`src/rtl/core/glmrs_pkg.sv`:
```
`default_nettype none

package glmrs_pkg;

  localparam int unsigned PIX_W  = 4;
  localparam int unsigned CFG_W  = 8;
  localparam int unsigned RISK_W = 18;
  localparam int unsigned CNT_W  = 15;
  localparam int unsigned APB_DW = 32;
  localparam int unsigned APB_AW = 3;

  localparam logic [RISK_W-1:0] RISK_MAX  = 18'h3FFFF;
  localparam logic [CNT_W-1:0]  COUNT_MAX = 15'h7FFF;

  localparam logic [CFG_W-1:0] FRAME_WIDTH_RST  = 8'd100;
  localparam logic [CFG_W-1:0] FRAME_HEIGHT_RST = 8'd100;

  // register index, taken from paddr[2]
  typedef enum logic {
    REG_FRAME_WIDTH  = 1'b0,
    REG_FRAME_HEIGHT = 1'b1
  } reg_idx_e;

  // one line memory entry: the row two up and the row one up at a column
  typedef struct packed {
    logic [PIX_W-1:0] older;
    logic [PIX_W-1:0] prev;
  } line_word_t;

  // position of a pixel within the frame
  typedef struct packed {
    logic col_ge1;
    logic col_ge2;
    logic row_ge1;
    logic row_ge2;
    logic row_end;
    logic last_row;
  } pos_flags_t;

endpackage

`default_nettype wire

```
`src/rtl/core/glmrs_cfg_regs.sv`:
```
`default_nettype none

module glmrs_cfg_regs #(
  parameter int unsigned MAX_WIDTH  = 128,
  parameter int unsigned MAX_HEIGHT = 128,
  localparam int unsigned CW = $clog2(MAX_WIDTH + 1),
  localparam int unsigned HW = $clog2(MAX_HEIGHT + 1),
  localparam int unsigned SW = (CW > HW) ? ((CW > 8) ? CW : 8) : ((HW > 8) ? HW : 8)
) (
  input  wire logic                             clk_i,
  input  wire logic                             rst_ni,
  input  wire logic                             psel,
  input  wire logic                             penable,
  input  wire logic                             pwrite,
  input  wire logic [glmrs_pkg::APB_AW-1:0]     paddr,
  input  wire logic [glmrs_pkg::APB_DW-1:0]     pwdata,
  output logic      [glmrs_pkg::APB_DW-1:0]     prdata,
  output logic                                  pready,
  output logic      [CW-1:0]                    width_o,
  output logic      [HW-1:0]                    height_o
);

  logic [glmrs_pkg::CFG_W-1:0] width_q, width_d;
  logic [glmrs_pkg::CFG_W-1:0] height_q, height_d;
  glmrs_pkg::reg_idx_e         reg_idx;
  logic                        wr_en;
  logic [SW-1:0]               width_ext, height_ext;

  assign pready  = 1'b1;
  assign reg_idx = glmrs_pkg::reg_idx_e'(paddr[2]);
  assign wr_en   = psel && penable && pwrite;

  always_comb begin
    width_d  = width_q;
    height_d = height_q;
    if (wr_en) begin
      case (reg_idx)
        glmrs_pkg::REG_FRAME_WIDTH:  width_d  = pwdata[glmrs_pkg::CFG_W-1:0];
        glmrs_pkg::REG_FRAME_HEIGHT: height_d = pwdata[glmrs_pkg::CFG_W-1:0];
        default: ;
      endcase
    end
  end

  always_ff @(posedge clk_i or negedge rst_ni) begin
    if (!rst_ni) begin
      width_q  <= glmrs_pkg::FRAME_WIDTH_RST;
      height_q <= glmrs_pkg::FRAME_HEIGHT_RST;
    end else begin
      width_q  <= width_d;
      height_q <= height_d;
    end
  end

  always_comb begin
    case (reg_idx)
      glmrs_pkg::REG_FRAME_WIDTH:
        prdata = {{(glmrs_pkg::APB_DW-glmrs_pkg::CFG_W){1'b0}}, width_q};
      glmrs_pkg::REG_FRAME_HEIGHT:
        prdata = {{(glmrs_pkg::APB_DW-glmrs_pkg::CFG_W){1'b0}}, height_q};
      default: prdata = '0;
    endcase
  end

  // zero acts as one, oversize saturates
  assign width_ext  = SW'(width_q);
  assign height_ext = SW'(height_q);

  always_comb begin
    if (width_ext == '0) begin
      width_o = CW'(1);
    end else if (width_ext > SW'(MAX_WIDTH)) begin
      width_o = CW'(MAX_WIDTH);
    end else begin
      width_o = CW'(width_ext);
    end
    if (height_ext == '0) begin
      height_o = HW'(1);
    end else if (height_ext > SW'(MAX_HEIGHT)) begin
      height_o = HW'(MAX_HEIGHT);
    end else begin
      height_o = HW'(height_ext);
    end
  end

endmodule

`default_nettype wire

```
`src/rtl/core/glmrs_line_mem.sv`:
```
`default_nettype none

module glmrs_line_mem #(
  parameter int unsigned DEPTH = 128,
  localparam int unsigned AW = $clog2(DEPTH)
) (
  input  wire logic                  clk_i,
  input  wire logic                  we_i,
  input  wire logic [AW-1:0]         waddr_i,
  input  wire glmrs_pkg::line_word_t wdata_i,
  input  wire logic                  re_i,
  input  wire logic [AW-1:0]         raddr0_i,
  input  wire logic [AW-1:0]         raddr1_i,
  output glmrs_pkg::line_word_t      rdata0_o,
  output glmrs_pkg::line_word_t      rdata1_o
);

  glmrs_pkg::line_word_t mem_q [DEPTH];
  glmrs_pkg::line_word_t rdata0_q, rdata1_q;

  always_ff @(posedge clk_i) begin
    if (we_i) begin
      mem_q[waddr_i] <= wdata_i;
    end
    if (re_i) begin
      rdata0_q <= mem_q[raddr0_i];
      rdata1_q <= mem_q[raddr1_i];
    end
  end

  assign rdata0_o = rdata0_q;
  assign rdata1_o = rdata1_q;

endmodule

`default_nettype wire

```
`src/rtl/core/glmrs_eval.sv`:
```
`default_nettype none

module glmrs_eval (
  input  wire logic                              clk_i,
  input  wire logic                              rst_ni,
  input  wire logic                              fire_i,
  input  wire glmrs_pkg::pos_flags_t             flags_i,
  input  wire logic [glmrs_pkg::PIX_W-1:0]       px_i,
  input  wire glmrs_pkg::line_word_t             cur_i,
  input  wire logic [glmrs_pkg::PIX_W-1:0]       right_i,
  output logic      [glmrs_pkg::RISK_W-1:0]      risk_o,
  output logic      [glmrs_pkg::CNT_W-1:0]       count_o
);

  localparam int unsigned PW = glmrs_pkg::PIX_W;

  // true when the neighbour is absent or strictly higher than the centre
  function automatic logic beats(logic present, logic [PW-1:0] nb, logic [PW-1:0] c);
    return !present || (c < nb);
  endfunction

  logic [PW-1:0] left1_q;   // pixel one column left, this row
  logic [PW-1:0] left2_q;   // pixel two columns left, this row
  logic [PW-1:0] upleft_q;  // row above, one column left
  logic [glmrs_pkg::RISK_W-1:0] risk_q;
  logic [glmrs_pkg::CNT_W-1:0]  cnt_q;

  logic          low_up, low_left, low_here;
  logic          frame_end;
  logic [PW+1:0] add_risk;
  logic [1:0]    add_cnt;
  logic [glmrs_pkg::RISK_W:0] risk_sum;
  logic [glmrs_pkg::CNT_W:0]  cnt_sum;

  assign frame_end = flags_i.row_end && flags_i.last_row;

  always_comb begin
    // centre one row up, its lower neighbour is the incoming pixel
    low_up = flags_i.row_ge1
          && beats(flags_i.col_ge1, upleft_q, cur_i.prev)
          && beats(!flags_i.row_end, right_i, cur_i.prev)
          && beats(flags_i.row_ge2, cur_i.older, cur_i.prev)
          && (cur_i.prev < px_i);
    // last row: centre one column left, its right neighbour has arrived
    low_left = flags_i.last_row && flags_i.col_ge1
            && beats(flags_i.col_ge2, left2_q, left1_q)
            && (left1_q < px_i)
            && beats(flags_i.row_ge1, upleft_q, left1_q);
    // last pixel of the frame
    low_here = frame_end
            && beats(flags_i.col_ge1, left1_q, px_i)
            && beats(flags_i.row_ge1, cur_i.prev, px_i);

    add_risk = (low_up   ? ((PW+2)'(cur_i.prev) + 1'b1) : '0)
             + (low_left ? ((PW+2)'(left1_q)    + 1'b1) : '0)
             + (low_here ? ((PW+2)'(px_i)       + 1'b1) : '0);
    add_cnt  = 2'(low_up) + 2'(low_left) + 2'(low_here);

    risk_sum = {1'b0, risk_q} + (glmrs_pkg::RISK_W+1)'(add_risk);
    cnt_sum  = {1'b0, cnt_q}  + (glmrs_pkg::CNT_W+1)'(add_cnt);
    risk_o   = risk_sum[glmrs_pkg::RISK_W] ? glmrs_pkg::RISK_MAX
                                           : risk_sum[glmrs_pkg::RISK_W-1:0];
    count_o  = cnt_sum[glmrs_pkg::CNT_W] ? glmrs_pkg::COUNT_MAX
                                         : cnt_sum[glmrs_pkg::CNT_W-1:0];
  end

  always_ff @(posedge clk_i or negedge rst_ni) begin
    if (!rst_ni) begin
      risk_q <= '0;
      cnt_q  <= '0;
    end else if (fire_i) begin
      risk_q <= frame_end ? '0 : risk_o;
      cnt_q  <= frame_end ? '0 : count_o;
    end
  end

  always_ff @(posedge clk_i) begin
    if (fire_i) begin
      left2_q  <= left1_q;
      left1_q  <= px_i;
      upleft_q <= cur_i.prev;
    end
  end

  a_frame_clears: assert property (@(posedge clk_i) disable iff (!rst_ni)
    fire_i && frame_end |=> risk_q == '0 && cnt_q == '0)
    else $error("totals not cleared after frame end");

  a_count_monotonic: assert property (@(posedge clk_i) disable iff (!rst_ni)
    fire_i && !frame_end |=> cnt_q >= $past(cnt_q) && risk_q >= $past(risk_q))
    else $error("running totals decreased within a frame");

endmodule

`default_nettype wire

```
`src/rtl/core/grid_local_minimum_risk_sum.sv`:
```
`default_nettype none

// Four-neighbour low point finder over a streamed height frame. Pixels enter
// in raster order, one transaction per pixel, and every pixel gives exactly one
// result transaction carrying the running risk total (height plus one summed
// over low points so far), the low point count and frame_done on the frame's
// last pixel, after which the totals clear. The block takes one pixel per
// cycle when the output side keeps up; a taken pixel waits in the read stage
// for the registered line memory read, then its result is registered. The line
// memory holds the two earlier rows, one entry per column, and is read at the
// current and the next column while the previous pixel's entry is written;
// same-entry overlap is covered by forwarding. The line memory has no reset
// and needs no clearing pass: a new frame only uses entries it has already
// written. Frame size is set over the APB port (frame_width at 0x0,
// frame_height at 0x4); zero acts as one and sizes above the maxima saturate.
// Change the size only while the block is idle.
module grid_local_minimum_risk_sum #(
  parameter int unsigned MAX_WIDTH  = 128,
  parameter int unsigned MAX_HEIGHT = 128
) (
  input  wire logic                              clk_i,
  input  wire logic                              rst_ni,
  // configuration port
  input  wire logic                              psel,
  input  wire logic                              penable,
  input  wire logic                              pwrite,
  input  wire logic [glmrs_pkg::APB_AW-1:0]      paddr,
  input  wire logic [glmrs_pkg::APB_DW-1:0]      pwdata,
  output logic      [glmrs_pkg::APB_DW-1:0]      prdata,
  output logic                                   pready,
  // pixel input
  input  wire logic                              in_valid_i,
  output logic                                   in_ready_o,
  input  wire logic [glmrs_pkg::PIX_W-1:0]       height_value_i,
  // result output
  output logic                                   out_valid_o,
  input  wire logic                              out_ready_i,
  output logic      [glmrs_pkg::RISK_W-1:0]      risk_total_o,
  output logic      [glmrs_pkg::CNT_W-1:0]       low_point_count_o,
  output logic                                   frame_done_o
);

  localparam int unsigned AW = $clog2(MAX_WIDTH);
  localparam int unsigned RW = $clog2(MAX_HEIGHT);
  localparam int unsigned CW = $clog2(MAX_WIDTH + 1);
  localparam int unsigned HW = $clog2(MAX_HEIGHT + 1);
  localparam int unsigned PW = glmrs_pkg::PIX_W;

  // effective frame size
  logic [CW-1:0] width_eff;
  logic [HW-1:0] height_eff;

  // position counters for the next pixel
  logic [AW-1:0] col_q, col_d;
  logic [RW-1:0] row_q, row_d;
  glmrs_pkg::pos_flags_t flags;
  logic [AW-1:0] rd_addr1;
  logic          in_accept;

  // read stage: pixel waiting for its line memory data
  logic                  s1_valid_q, s1_valid_d;
  logic [PW-1:0]         s1_px_q;
  logic [AW-1:0]         s1_col_q;
  glmrs_pkg::pos_flags_t s1_flags_q;
  logic                  s1_fire;

  // forwarding of the entry written in the same cycle as the read
  logic                  fwd0_hit_q, fwd1_hit_q;
  glmrs_pkg::line_word_t fwd0_word_q;
  logic [PW-1:0]         fwd1_px_q;

  // line memory
  glmrs_pkg::line_word_t rdata0, rdata1, cur_word, wr_word;
  logic [PW-1:0]         right_px;

  // result register
  logic                         out_valid_q;
  logic [glmrs_pkg::RISK_W-1:0] risk_q, risk_next;
  logic [glmrs_pkg::CNT_W-1:0]  cnt_q, cnt_next;
  logic                         done_q;

  glmrs_cfg_regs #(
    .MAX_WIDTH  (MAX_WIDTH),
    .MAX_HEIGHT (MAX_HEIGHT)
  ) u_cfg (
    .clk_i    (clk_i),
    .rst_ni   (rst_ni),
    .psel     (psel),
    .penable  (penable),
    .pwrite   (pwrite),
    .paddr    (paddr),
    .pwdata   (pwdata),
    .prdata   (prdata),
    .pready   (pready),
    .width_o  (width_eff),
    .height_o (height_eff)
  );

  // position flags of the incoming pixel
  always_comb begin
    flags.col_ge1  = (col_q != '0);
    flags.col_ge2  = (col_q > AW'(1));
    flags.row_ge1  = (row_q != '0);
    flags.row_ge2  = (row_q > RW'(1));
    // counters at or past a shrunk size also end the row or frame
    flags.row_end  = ((CW'(col_q) + CW'(1)) >= width_eff);
    flags.last_row = ((HW'(row_q) + HW'(1)) >= height_eff);
  end

  // right-hand neighbour column, only used when the row goes on
  assign rd_addr1 = (col_q == AW'(MAX_WIDTH - 1)) ? '0 : (col_q + AW'(1));

  assign s1_fire    = s1_valid_q && (!out_valid_q || out_ready_i);
  assign in_ready_o = !s1_valid_q || s1_fire;
  assign in_accept  = in_valid_i && in_ready_o;

  always_comb begin
    col_d = col_q;
    row_d = row_q;
    if (in_accept) begin
      if (flags.row_end) begin
        col_d = '0;
        row_d = flags.last_row ? '0 : (row_q + RW'(1));
      end else begin
        col_d = col_q + AW'(1);
      end
    end
  end

  always_comb begin
    s1_valid_d = s1_valid_q;
    if (in_accept) begin
      s1_valid_d = 1'b1;
    end else if (s1_fire) begin
      s1_valid_d = 1'b0;
    end
  end

  always_ff @(posedge clk_i or negedge rst_ni) begin
    if (!rst_ni) begin
      col_q      <= '0;
      row_q      <= '0;
      s1_valid_q <= 1'b0;
      fwd0_hit_q <= 1'b0;
      fwd1_hit_q <= 1'b0;
    end else begin
      col_q      <= col_d;
      row_q      <= row_d;
      s1_valid_q <= s1_valid_d;
      if (in_accept) begin
        fwd0_hit_q <= s1_fire && (col_q == s1_col_q);
        fwd1_hit_q <= s1_fire && (rd_addr1 == s1_col_q);
      end
    end
  end

  always_ff @(posedge clk_i) begin
    if (in_accept) begin
      s1_px_q     <= height_value_i;
      s1_col_q    <= col_q;
      s1_flags_q  <= flags;
      fwd0_word_q <= wr_word;
      fwd1_px_q   <= s1_px_q;
    end
  end

  // the row one up moves to the older slot, the new pixel takes its place
  assign cur_word = fwd0_hit_q ? fwd0_word_q : rdata0;
  assign right_px = fwd1_hit_q ? fwd1_px_q : rdata1.prev;
  assign wr_word  = '{older: cur_word.prev, prev: s1_px_q};

  glmrs_line_mem #(
    .DEPTH (MAX_WIDTH)
  ) u_line_mem (
    .clk_i    (clk_i),
    .we_i     (s1_fire),
    .waddr_i  (s1_col_q),
    .wdata_i  (wr_word),
    .re_i     (in_accept),
    .raddr0_i (col_q),
    .raddr1_i (rd_addr1),
    .rdata0_o (rdata0),
    .rdata1_o (rdata1)
  );

  glmrs_eval u_eval (
    .clk_i   (clk_i),
    .rst_ni  (rst_ni),
    .fire_i  (s1_fire),
    .flags_i (s1_flags_q),
    .px_i    (s1_px_q),
    .cur_i   (cur_word),
    .right_i (right_px),
    .risk_o  (risk_next),
    .count_o (cnt_next)
  );

  // result register, refilled while the old result is being taken
  always_ff @(posedge clk_i or negedge rst_ni) begin
    if (!rst_ni) begin
      out_valid_q <= 1'b0;
    end else if (s1_fire) begin
      out_valid_q <= 1'b1;
    end else if (out_ready_i) begin
      out_valid_q <= 1'b0;
    end
  end

  always_ff @(posedge clk_i) begin
    if (s1_fire) begin
      risk_q <= risk_next;
      cnt_q  <= cnt_next;
      done_q <= s1_flags_q.row_end && s1_flags_q.last_row;
    end
  end

  assign out_valid_o       = out_valid_q;
  assign risk_total_o      = risk_q;
  assign low_point_count_o = cnt_q;
  assign frame_done_o      = done_q;

  a_no_overrun: assert property (@(posedge clk_i) disable iff (!rst_ni)
    in_accept |-> (!s1_valid_q || s1_fire))
    else $error("pixel taken while the read stage is blocked");

  a_fire_shows: assert property (@(posedge clk_i) disable iff (!rst_ni)
    s1_fire |=> out_valid_o)
    else $error("evaluated pixel gave no result");

  a_row_wrap: assert property (@(posedge clk_i) disable iff (!rst_ni)
    in_accept && flags.row_end |=> col_q == '0)
    else $error("column counter did not wrap at row end");

endmodule

`default_nettype wire
```
`config.mk`:
```
export PLATFORM = sky130hd
export DESIGN_NAME = grid_local_minimum_risk_sum
export DESIGN_NICKNAME = d
export VERILOG_FILES = /design/src/rtl/core/glmrs_pkg.sv /design/src/rtl/core/glmrs_cfg_regs.sv /design/src/rtl/core/glmrs_line_mem.sv /design/src/rtl/core/glmrs_eval.sv /design/src/rtl/core/grid_local_minimum_risk_sum.sv
export SDC_FILE = /design/constraint.sdc
export NUM_CORES = 2
export LEC_CHECK = 0
export ABC_AREA = 1
export BUFFER_PORTS_ARGS = -buffer_cell sky130_fd_sc_hd__buf_2
export CAP_MARGIN = 20
export CORE_MARGIN = 4
export CORE_UTILIZATION = 40
export CTS_CLUSTER_DIAMETER = 100
export CTS_CLUSTER_SIZE = 12
export DETAILED_ROUTE_END_ITERATION = 10
export GPL_ROUTABILITY_DRIVEN = 0
export PLACE_DENSITY_LB_ADDON = 0.25
export SETUP_SLACK_MARGIN = 0.2
export SYNTH_ARGS = -nofsm -noshare
export SYNTH_HDL_FRONTEND = slang
export SYNTH_SLANG_ARGS = --single-unit
```
`constraint.sdc`:
```
create_clock -name clk_i -period 19.3 [get_ports clk_i]
set_input_delay 0 -clock clk_i [delete_from_list [all_inputs] [get_ports clk_i]]
set_output_delay 0 -clock clk_i [all_outputs]
set_load 0.03 [all_outputs]
```
* Yosys cells after proc, flatten, opt, wreduce, memory -nomap -nowiden
Memories as Yosys holds them, arrays and structs flattened. A register that Yosys moved wholly into a read port is not among the register bits. Index checks and enable logic that the tools add are counted.
Word-level totals: output and inout bits 69, memories kept 1, memory bits (writable) 1024, logic and storage cells 123, input port bits 46, register bits 138
Operators by class: $lt $le $gt $ge 15, eq/ne operators 3, reduce and logical (&&, ||, !) cells 41, bitwise operators 1, multiplexer cells 23, add/sub/neg operators 13
Memories:
- u_line_mem.mem_q | depth 128, width 8, rd ports 2, clocked after Yosys merged registers in 2, write ports 1, RTL line glmrs_line_mem.sv:18 | glmrs_pkg::line_word_t mem_q [DEPTH];
Operators by type and width (count):
- one-hot mux 32 bit (2 select lines) | 1
- 2-to-1 mux 8 bit | 5
- less-than comparator 4 bit | 9
- 2-to-1 mux 18 bit | 2
- 2-to-1 mux 15 bit | 2
- 2-to-1 mux 7 bit | 3
- adder 18 x 6 -> 19 bit | 1
- 2-to-1 mux 6 bit | 3
- logical AND 1 bit | 17
- adder 15 x 2 -> 16 bit | 1
- adder 7 x 1 -> 8 bit, second input constant | 2
- >= comparator 8 bit | 2
- > comparator 8 bit, second input constant | 2
- zero test 8 bit | 2
- adder 4 x 1 -> 5 bit, second input constant | 3
- adder 7 x 1 -> 7 bit, second input constant | 2
- equality test 7 bit | 2
- > comparator 7 x 1 -> 1 bit, second input constant | 2
- nonzero test 7 bit | 2
- adder 6 bit | 2
- logical OR 1 bit | 9
- equality test 7 bit, second input constant | 1
- zero test 1 bit | 6
- 2-to-1 mux 1 bit | 6
- other kinds (6) | 9

* Logic depth before layout (Yosys ltp)
depth after elaboration 13, gate-level depth with buffers 34, depth with buffers taken out 33

* By module
From an unflattened synthesis, not the netlist that was laid out.
Unflattened totals: cells, all modules 6977, area, all modules 61879.3 um2
Modules (own cells, without submodules):
- glmrs_line_mem | instances 1, seq. area each 31230.0 um2, cells an instance 5932, area an instance 53154.7 um2
- glmrs_eval | instances 1, seq. area each 1186.1 um2, cells an instance 536, area an instance 3891.2 um2
- grid_local_minimum_risk_sum | instances 1, seq. area each 2222.1 um2, cells an instance 352, area an instance 3709.8 um2
- glmrs_cfg_regs | instances 1, seq. area each 407.9 um2, cells an instance 157, area an instance 1123.6 um2

* Least setup slack after synthesis
Ideal clock, no wire load.
path type reg2reg, start point reg fwd0_hit_q, end point reg risk_q, in the netlist risk_total_o[11], data pin, required time 19.038 ns, stages on the path, launching flop included 25, setup slack 8.400 ns, setup time 0.262 ns, buffers on the path 1, clock period less this slack 10.900 ns, data arrival time 10.638 ns, cell sequence dfrtp_1 buf_2 inv_1 o21ai_0 ha_1 a21oi_1 nor2_1 a2111oi_0 nand2_1 inv_1 nand2_1 a21oi_1 o21ai_0 fa_1 inv_1 fa_1 ha_1 nand2_1 o21ai_0 a21oi_1 o21ai_0 nand2_1 nor2_1 xor2_1 nand2_1
RTL lines:
- start, declared | RTL line grid_local_minimum_risk_sum.sv:68 | logic fwd0_hit_q, fwd1_hit_q;
- start signal, assigned | RTL line grid_local_minimum_risk_sum.sv:151 | fwd0_hit_q <= s1_fire && (col_q == s1_col_q);
- end signal, assigned | RTL line grid_local_minimum_risk_sum.sv:211 | risk_q <= risk_next;
- end, declared | RTL line grid_local_minimum_risk_sum.sv:78 | logic [glmrs_pkg::RISK_W-1:0] risk_q, risk_next;

==> metrics.txt <==
status=finished, final reports clean; min-delay worst type=primary input to flip-flop; CTS Sinks=1174; leading register cell type out of synthesis=edfxtp_1; CTS Buffer Depth=3; vias in the first global route=39500; net switching power figure=3.86 mW; Post-Layout Inst Area=60700 sq um; Post-Syn Instances=5517; number of setup violations in the final report=0; Final Hold Viols=0; initial antenna violation count=3; Worst Reg2Reg Path Length in Cells=29; Die W=381 microns; Hold Path Cell Cnt=4; P_leak=22.5 nW; H-Tree Depth=3; Reg2Reg Setup Slack=12.64 ns; # IOs=115; Crit path top cell by count=nand2_1; sequential power share=36.0%; WHS Endpoint=u_cfg.width_ext[6]$_DFFE_PN1P_; PwrDens=148 nW/um^2; Final Cycle Share=34.5%; Slew HR=13.8%; Synth warnings=0; wl on met1=69800 microns; Distinct cells, synth=51; max-cap viol count=0; clock latency on the worst-skew pair=0.75 ns; Worst-path clk slew=0.07 ns; CTS-repair resized insts=0; Post-synth EDFFs=1107; Top Layer Used=met5; DP Worst Slack=12.69 ns; num rows=136; Max Clk Rate=150 MHz; FF+latch count, synth=1174; CTS tree=built; placed cell area=57400 sq um; CP max stage cell=dfrtp_1; placed cells=7153; final core utilization=44.0%; final clock skew=0.0406 ns; setup_tns=0 ns; Final ANT Viol Nets=0; peak supply drop=0.0895 mV; CP Buf/Inv Count=7; Worst path depth=29; Hold Buf Count CTS=25; Die Height=381 microns; Least-Margin Pin Slew=1.29 ns; min-delay src=pwdata[6]; total chip power=9.00 mW; Data arrival, critical path=7.30 ns; Power Internal=5.14 mW; Max stage delay on crit path=0.60 ns; grt total ovfl=0; CP startpoint kind=flip-flop; non-filler cells, final=7357; Mapped Area=55800 sq um; Comb power frac=41.7%; PortBufs=63; Critical Path RT=19.94 ns; post-synthesis async set-or-reset flop share=5.71%; total core area=138000 sq um; RSZ-0062 raised after global routing=false; met2 WL=76800 microns; min cycle time layout=6.66 ns; post-route worst setup slack=12.64 ns; clock network power share=22.3%; CTS root buffer=clkbuf_16; Initial Util=40.4%; CP Max Fanout=45; Vias=41700; Num CTS Buffers=108; Vias per Instance=5.67; Area growth, synth to finish=8.94%; final wirelength=170000 microns; sw frac=42.9%; fraction of layout cells with a size suffix above 1=5.50%; GRT Total Usage=22.8%; CP top delay family=adder cells; DR WL/cell=23.1 microns; Final nets=5543; met3 wire length=16600 microns; die area=145000 sq um; Seq/Total Area, Yosys=62.6%; Initial DRC Count=5305; Fin Hold WS=0.0698 ns; r2r endpoint=u_eval.risk_q[3]$_DFFE_PN0P_; Worst Setup Path Type=flip-flop to flip-flop; Reg2Reg Launch Point=fwd0_hit_q$_DFFE_PN0P_; max-slew violations=0; DRT Pass-1 Iters=7; first-pass GRT wire length=253000 microns; setup repair bufs after CTS=0; DP HPWL=97700 microns; CP Capture Type=flip-flop; syn avg cell area=10.1 sq um; largest net degree at the start of global routing=213; DR DRC count=0
synth_stat cells, types with 5 or more instances:
cell      count  area share [%]
nand4_1      24            0.27
nor3_1       19            0.17
nand2_1     679             4.6
xor2_1       26            0.41
inv_2         9           0.061
buf_2       120             1.1
o21ai_0     598             5.4
edfxtp_1   1107              60
buf_4        58            0.78
xnor2_1       5           0.079
a21oi_1     280             2.5
o211ai_1     36            0.48
nand3_1     845             7.6
nor2_1      480             3.2
o22ai_1     140             1.6
o221ai_1     32            0.50
inv_1       599             4.0
dfstp_2       6            0.28
dfrtp_1      61             2.7
ha_1         60             1.3
clkbuf_1    164             1.1
nand3b_1     66            0.89
nor2_2        5           0.056
buf_1        39            0.26
fa_1          9            0.32
cell families (layout without fill, tap and decap cells):
family / Yosys count / after routing / synth area share, %
compound gates: 1110 / 1110 / 10.8
xor+xnor: 32 / 32 / 0.516
fa+ha+maj: 69 / 69 / 1.67
buf+inv: 994 / 946 / 7.36
flops: 1174 / 1174 / 62.6
mux: 4 / 4 / 0.0718
other cells: 2 / 27 / 0.0135
simple gates: 2132 / 2132 / 16.9
cells in the final DEF, fill, tap and decap left out, types with 10 or more instances in the layout:
cell and n:
edfxtp_1 1107, nand3_1 845, nand2_1 672, o21ai_0 597
inv_1 595, nor2_1 479, a21oi_1 280, o22ai_1 140
clkbuf_16 111, buf_4 68, nand3b_1 66, buf_2 62
ha_1 60, dfrtp_1 57, clkbuf_1 56, o211ai_1 36
o221ai_1 32, xor2_1 26, dlygate4sd3_1 26, conb_1 25
nand4_1 24, nor3_1 19, inv_2 10
cell type report:
class	count	area (sq um)
Clock buffer	167	2990
Sequential cell	1174	34900
Fill cell	12900	77300
Multi-Input combinational cell	3372	16900
Tap cell	1863	2330
Clock inverter	7	93.8
Timing Repair Buffer	160	1170
Inverter	612	2310
Antenna cell	2	5.00
how the worst max path moves through the flow:
stage                                     to                   start
2_1_floorplan     risk_total_o[11]$_DFFE_PP_  fwd0_hit_q$_DFFE_PN0P_
3_3_place_gp    u_eval.risk_q[8]$_DFFE_PN0P_  fwd0_hit_q$_DFFE_PN0P_
3_5_place_dp    u_eval.risk_q[8]$_DFFE_PN0P_  fwd0_hit_q$_DFFE_PN0P_
4_1_cts        u_eval.risk_q[11]$_DFFE_PN0P_  fwd0_hit_q$_DFFE_PN0P_
5_1_grt         u_eval.risk_q[8]$_DFFE_PN0P_  fwd0_hit_q$_DFFE_PN0P_
6_report        u_eval.risk_q[3]$_DFFE_PN0P_  fwd0_hit_q$_DFFE_PN0P_
registers in the layout, summed over array words and instances (netlist names), 4 cells and up:
register             flops
u_line_mem.rdata0_o      8
fwd1_px_q                4
u_eval.left2_q           4
risk_total_o            18
u_eval.upleft_q          4
fwd0_word_q              4
u_cfg.width_ext          8
u_eval.risk_q           18
u_eval.cnt_q            15
u_line_mem.mem_q      1024
s1_flags_q               6
s1_col_q                 7
u_line_mem.rdata1_o      4
u_cfg.height_ext         8
low_point_count_o       15
s1_px_q                  4
col_q                    7
row_q                    7
u_eval.left1_q           4
worst min-delay path, cell delays in order:
cell and delay, ns:
dlygate4sd3_1 0.53, buf_2 0.12, inv_1 0.06, o21ai_0 0.08
routing by layer:
metal,vias to the layer above,GRT usage (%)
met5,-,0
met4,2,9.37
met3,400,4.78
met2,2068,35.3
met1,20200,31.3
li1,19100,-
power groups by stage:
stage	combinational, mW	sequential (mW)	clock [mW]
after floorplan	2.38	3.31	0
after global placement	3.63	3.29	0
after detailed placement	3.68	3.29	0
after CTS	3.69	3.24	2.04
after global routing	4.06	3.25	2.14
final	3.75	3.24	2.00
No activity file was read; power rests on OpenSTA's default activity.
